$ cat config.mk
export PLATFORM = sky130hd
export DESIGN_NAME = tpde_ram
export DESIGN_NICKNAME = d
export VERILOG_FILES = /design/src/design/tpde_ram.sv
export SDC_FILE = /design/constraint.sdc
export NUM_CORES = 1
export LEC_CHECK = 0
export BUFFER_PORTS_ARGS = -buffer_cell sky130_fd_sc_hd__buf_4
export CAP_MARGIN = 20
export CORE_UTILIZATION = 50
export CTS_CLUSTER_DIAMETER = 60
export DETAILED_ROUTE_END_ITERATION = 16
export GPL_ROUTABILITY_DRIVEN = 0
export GPL_TIMING_DRIVEN = 0
export PLACE_DENSITY_LB_ADDON = 0.2
export SETUP_SLACK_MARGIN = 0.02
export SYNTH_ARGS = -nofsm -noshare
export SYNTH_HDL_FRONTEND = slang
export SYNTH_SLANG_ARGS = --single-unit
$ cat constraint.sdc
create_clock -name clk_i -period 1.7 [get_ports clk_i]
set_input_delay 0.085 -clock clk_i [delete_from_list [all_inputs] [get_ports clk_i]]
set_output_delay 0.085 -clock clk_i [all_outputs]
set_load 0.1 [all_outputs]
$ cat src/design/tpde_ram.sv
`timescale 1ns / 1ps
module tpde_ram #(
  parameter int Width = 8,
  parameter int Depth = 16
) (
  input  logic                     clk_i,
  input  logic                     we_i,
  input  logic [$clog2(Depth)-1:0] waddr_i,
  input  logic [Width-1:0]         wdata_i,
  input  logic [$clog2(Depth)-1:0] raddr_i,
  output logic [Width-1:0]         rdata_o
);
  logic [Width-1:0] mem_q [Depth];

  always_ff @(posedge clk_i) begin
    if (we_i) begin
      mem_q[waddr_i] <= wdata_i;
    end
    rdata_o <= mem_q[raddr_i];
  end
endmodule

* After elaboration in Yosys (flattened, before gate mapping) *
Memory sizes are Yosys's and may differ from the RTL's. A register that Yosys moved wholly into a read port is not among the register bits.
Cells that the tools add are included.

operators by class
  multiplexer cells = 2

operators by type and width
  kind    number
  $mux 1  2

storage, ports and cells
  register bits = 0
  bits in writable memories = 128
  input port bits = 18
  output and inout bits = 8
  logic and storage cells = 3
  memories = 1

memories
  memory  words  width  read ports  clocked after memory_dff  wr ports  RTL line  source
  mem_q   16     8      1           1                         1         13        logic [Width-1:0] mem_q [Depth];

* Logic depth before layout (Yosys ltp) *
  depth in word-level cells = 2
  mapped depth = 5
  depth with buffers taken out = 3

* Worst setup path after synthesis *
No wires, ideal clock.

  path kind = input to register
  start = input port waddr_i[2]
  end = memory mem_q[0][0] (enable)
  library setup time = 0.383 ns
  data arrival time = 1.195 ns
  required time = 1.317 ns
  setup slack = 0.122 ns
  cell stages on the path = 2
  buffers on the path = 0
  path through = or3b_2 nor3_1

RTL lines
  element      RTL line  source
  from (decl)  8         input logic [$clog2(Depth)-1:0] waddr_i,
  to (decl)    13

No word-level cell before the write port.

* Worst setup path after layout *
  start = input port waddr_i[0]
  end = memory mem_q[2][3] (enable)

No word-level cell before the write port.

==> flow_metrics.env <==
export IMPL_status="completed"
export IMPL_cp_end_kind="flip-flop"
export IMPL_grt_pass1_vias=2455
export IMPL_crit_fanout=8
export IMPL_finalWirelength_mm=9.45
export IMPL_vias=2384
export IMPL_hold_path_class="in -> reg"
export IMPL_combPwrFrac_pct=7.0
export IMPL_ys_types=19
export IMPL_yosys_warnings=0
export IMPL_cts_root_buf="clkbuf_8"
export IMPL_post_cts_resize_count=0
export IMPL_cts_tree="done"
export IMPL_p_seq_share_pct=47.7
export IMPL_drive_above_1_share_pct=29.1
export IMPL_holdWs_ns=0.0202
export IMPL_clkTransAtPathRegs_ns=0.06
export IMPL_postCtsSetupBuffers=0
export IMPL_fin_skew_ns=0.00997
export IMPL_rsz0062_at_grt="false"
export IMPL_hpwl_mm=5.91
export IMPL_die_area_um2=10700
export IMPL_p_sw_uw=1700
export IMPL_start_util_pct=52.2
export IMPL_setup_viol=0
export IMPL_clock_latency_ns=0.51
export IMPL_finalSetupTns_ns=0
export IMPL_drc=0
export IMPL_coreArea_um2=9860
export IMPL_p_int_uw=6200
export IMPL_n_antenna_cell=0
export IMPL_tightest_slew_ns=0.841
export IMPL_syn2layout_area_growth_pct=20.7
export IMPL_finalHoldViolations=0
export IMPL_grt_pass1_wl_mm=14.1
export IMPL_finalCritPeriodShare_pct=91.7
export IMPL_critPathLaunchType="input pin"
export IMPL_synth_seq_cells=136
export IMPL_dpl_cell_area_um2=5520
export IMPL_slew_headroom_pct=43.7
export IMPL_netlist_area_um2=5150
export IMPL_antenna_found_initial=0
export IMPL_num_rows=36
export IMPL_stdcell_area_um2=6210
export IMPL_power_per_cell_area_nw_per_um2=1270
export IMPL_vdd_ir_drop_max_uv=731
export IMPL_synth_cells=229
export IMPL_die_w_um=103
export IMPL_dr_pass1_iters=4
export IMPL_ios=26
export IMPL_switching_share_pct=21.5
export IMPL_synth_fp_nets=247
export IMPL_die_y_um=103
export IMPL_cap_violations=0
export IMPL_drt_initial_drc_count=237
export IMPL_cp_required_ns=1.83
export IMPL_timing_reg2reg_setup_slack_ns=0.27
export IMPL_slew_violations=0
export IMPL_wire_per_inst_um=21.9
export IMPL_layout_nets=304
export IMPL_ys_seq_area_share_pct=77.8
export IMPL_path_class="in -> reg"
export IMPL_ant_nets=0
export IMPL_min_period_ns=1.56
export IMPL_grt_max_degree=17
export IMPL_port_buffers=24
export IMPL_power_share_clock_pct=45.3
export IMPL_crit_arrival_ns=1.69
export IMPL_clockBufferDepth=2
export IMPL_post_drt_via_cell_ratio=5.52
export IMPL_p_leak_uw=0.00210
export IMPL_numCtsBuffers=17
export IMPL_cts_sinks=136
export IMPL_postSynthAreaPerCell_um2=22.5
export IMPL_grt_usage_pct=20.3
export IMPL_grt_ovfl_total=0
export IMPL_h_tree_depth=4
export IMPL_fmax_mhz=642
## final timing paths
check                                 start      endpoint  cells after the start
worst max register to register  mem_q[4][0]    rdata_o[0]                      3
worst min-delay path             waddr_i[1]  mem_q[12][5]                      2
worst min register to register  mem_q[8][1]    rdata_o[1]                      3
worst max-delay path             waddr_i[0]   mem_q[2][3]                      4
## cell families after synthesis
kind of cell           count (synthesis)  synth area share [%]
DFF                                  136                  77.8
and+or+nand+nor                       35                  3.18
AOI/OAI and AO/OA                     16                  2.33
muxes                                 32                  15.0
buffers and inverters                 10                  1.68
## synth_stat cells (all sizes together)
master | number | area (um^2)
edfxtp | 128 | 3840
mux4 | 32 | 773
a22oi | 16 | 120
nor2 | 13 | 48.8
nand2 | 9 | 33.8
dfxtp | 8 | 160
buf | 7 | 56.3
nor3 | 4 | 20.0
clkdlybuf4s25 | 3 | 30.0
nand2b | 2 | 12.5
nand3b | 2 | 15.0
and2 | 1 | 6.26
and2b | 1 | 7.51
nand3 | 1 | 5.00
nor2b | 1 | 6.26
or3b | 1 | 8.76
## per-layer routing
| layer | track usage (%) | vias up | wire, um |
|---|---|---|---|
| li1 | - | 1088 | - |
| met1 | 27.9 | 1210 | 4100 |
| met2 | 31.6 | 79 | 4740 |
| met3 | 5.65 | 7 | 516 |
| met4 | 6.83 | 0 | 91 |
| met5 | 0 | - | 0 |
## repair_timing
item / CTS / global route
endpoints found under the setup margin: 0 / 0
hold endpoints to repair: 131 / 0
hold buffers: 10 / 0
## area by class of cell
class,instances,area (um^2)
Sequential cell,136,4000
Timing Repair Buffer,38,310
Clock inverter,12,153
Tap cell,133,166
Buffer,10,86.3
Multi-Input combinational cell,83,1060
Fill cell,669,3650
Clock buffer,20,435
## state kept, by name (all words and copies together), names as in the netlist
register	count
mem_q	128
rdata_o	8
## layout by cell type (no fill, tap or decap)
| cell | count |
|---|---|
| a22oi_1 | 16 |
| and2_1 | 1 |
| and2b_1 | 1 |
| buf_2 | 3 |
| buf_4 | 29 |
| buf_6 | 3 |
| bufinv_16 | 3 |
| clkbuf_1 | 2 |
| clkbuf_16 | 16 |
| clkbuf_8 | 2 |
| clkdlybuf4s25_2 | 3 |
| clkinv_2 | 3 |
| clkinv_4 | 2 |
| clkinvlp_4 | 4 |
| dfxtp_1 | 8 |
| dlygate4sd3_1 | 10 |
| edfxtp_1 | 128 |
| mux4_1 | 14 |
| mux4_2 | 18 |
| nand2_1 | 9 |
| nand2b_1 | 2 |
| nand3_1 | 1 |
| nand3b_1 | 2 |
| nor2_1 | 13 |
| nor2b_1 | 1 |
| nor3_1 | 4 |
| or3b_2 | 1 |
## power by group through the flow
stage / combinational (uW) / clock, uW / sequential, uW
after floorplan: 190 / 0 / 4000
after global placement: 533 / 0 / 3830
after detailed placement: 543 / 0 / 3840
after CTS: 562 / 3610 / 3770
after global routing: 590 / 3770 / 3770
final: 556 / 3580 / 3770
## per-stage QoR
stage	power (uW)	worst slack (ns)	utilization (%)	cells
floorplan	4190	0.122	-	229
global placement	4360	-0.463	55.7	386
detailed placement	4380	-0.172	56.0	390
CTS	7940	0.136	63.0	432
global route	8140	0.0947	63.0	432
finish	7900	0.141	63.0	432
## critical path, stage by stage
cell and delay (ns):
dlygate4sd3_1 0.53, buf_4 0.17, nand2b_1 0.22, nor2_1 0.68
Power figures use the tool's default switching activity.
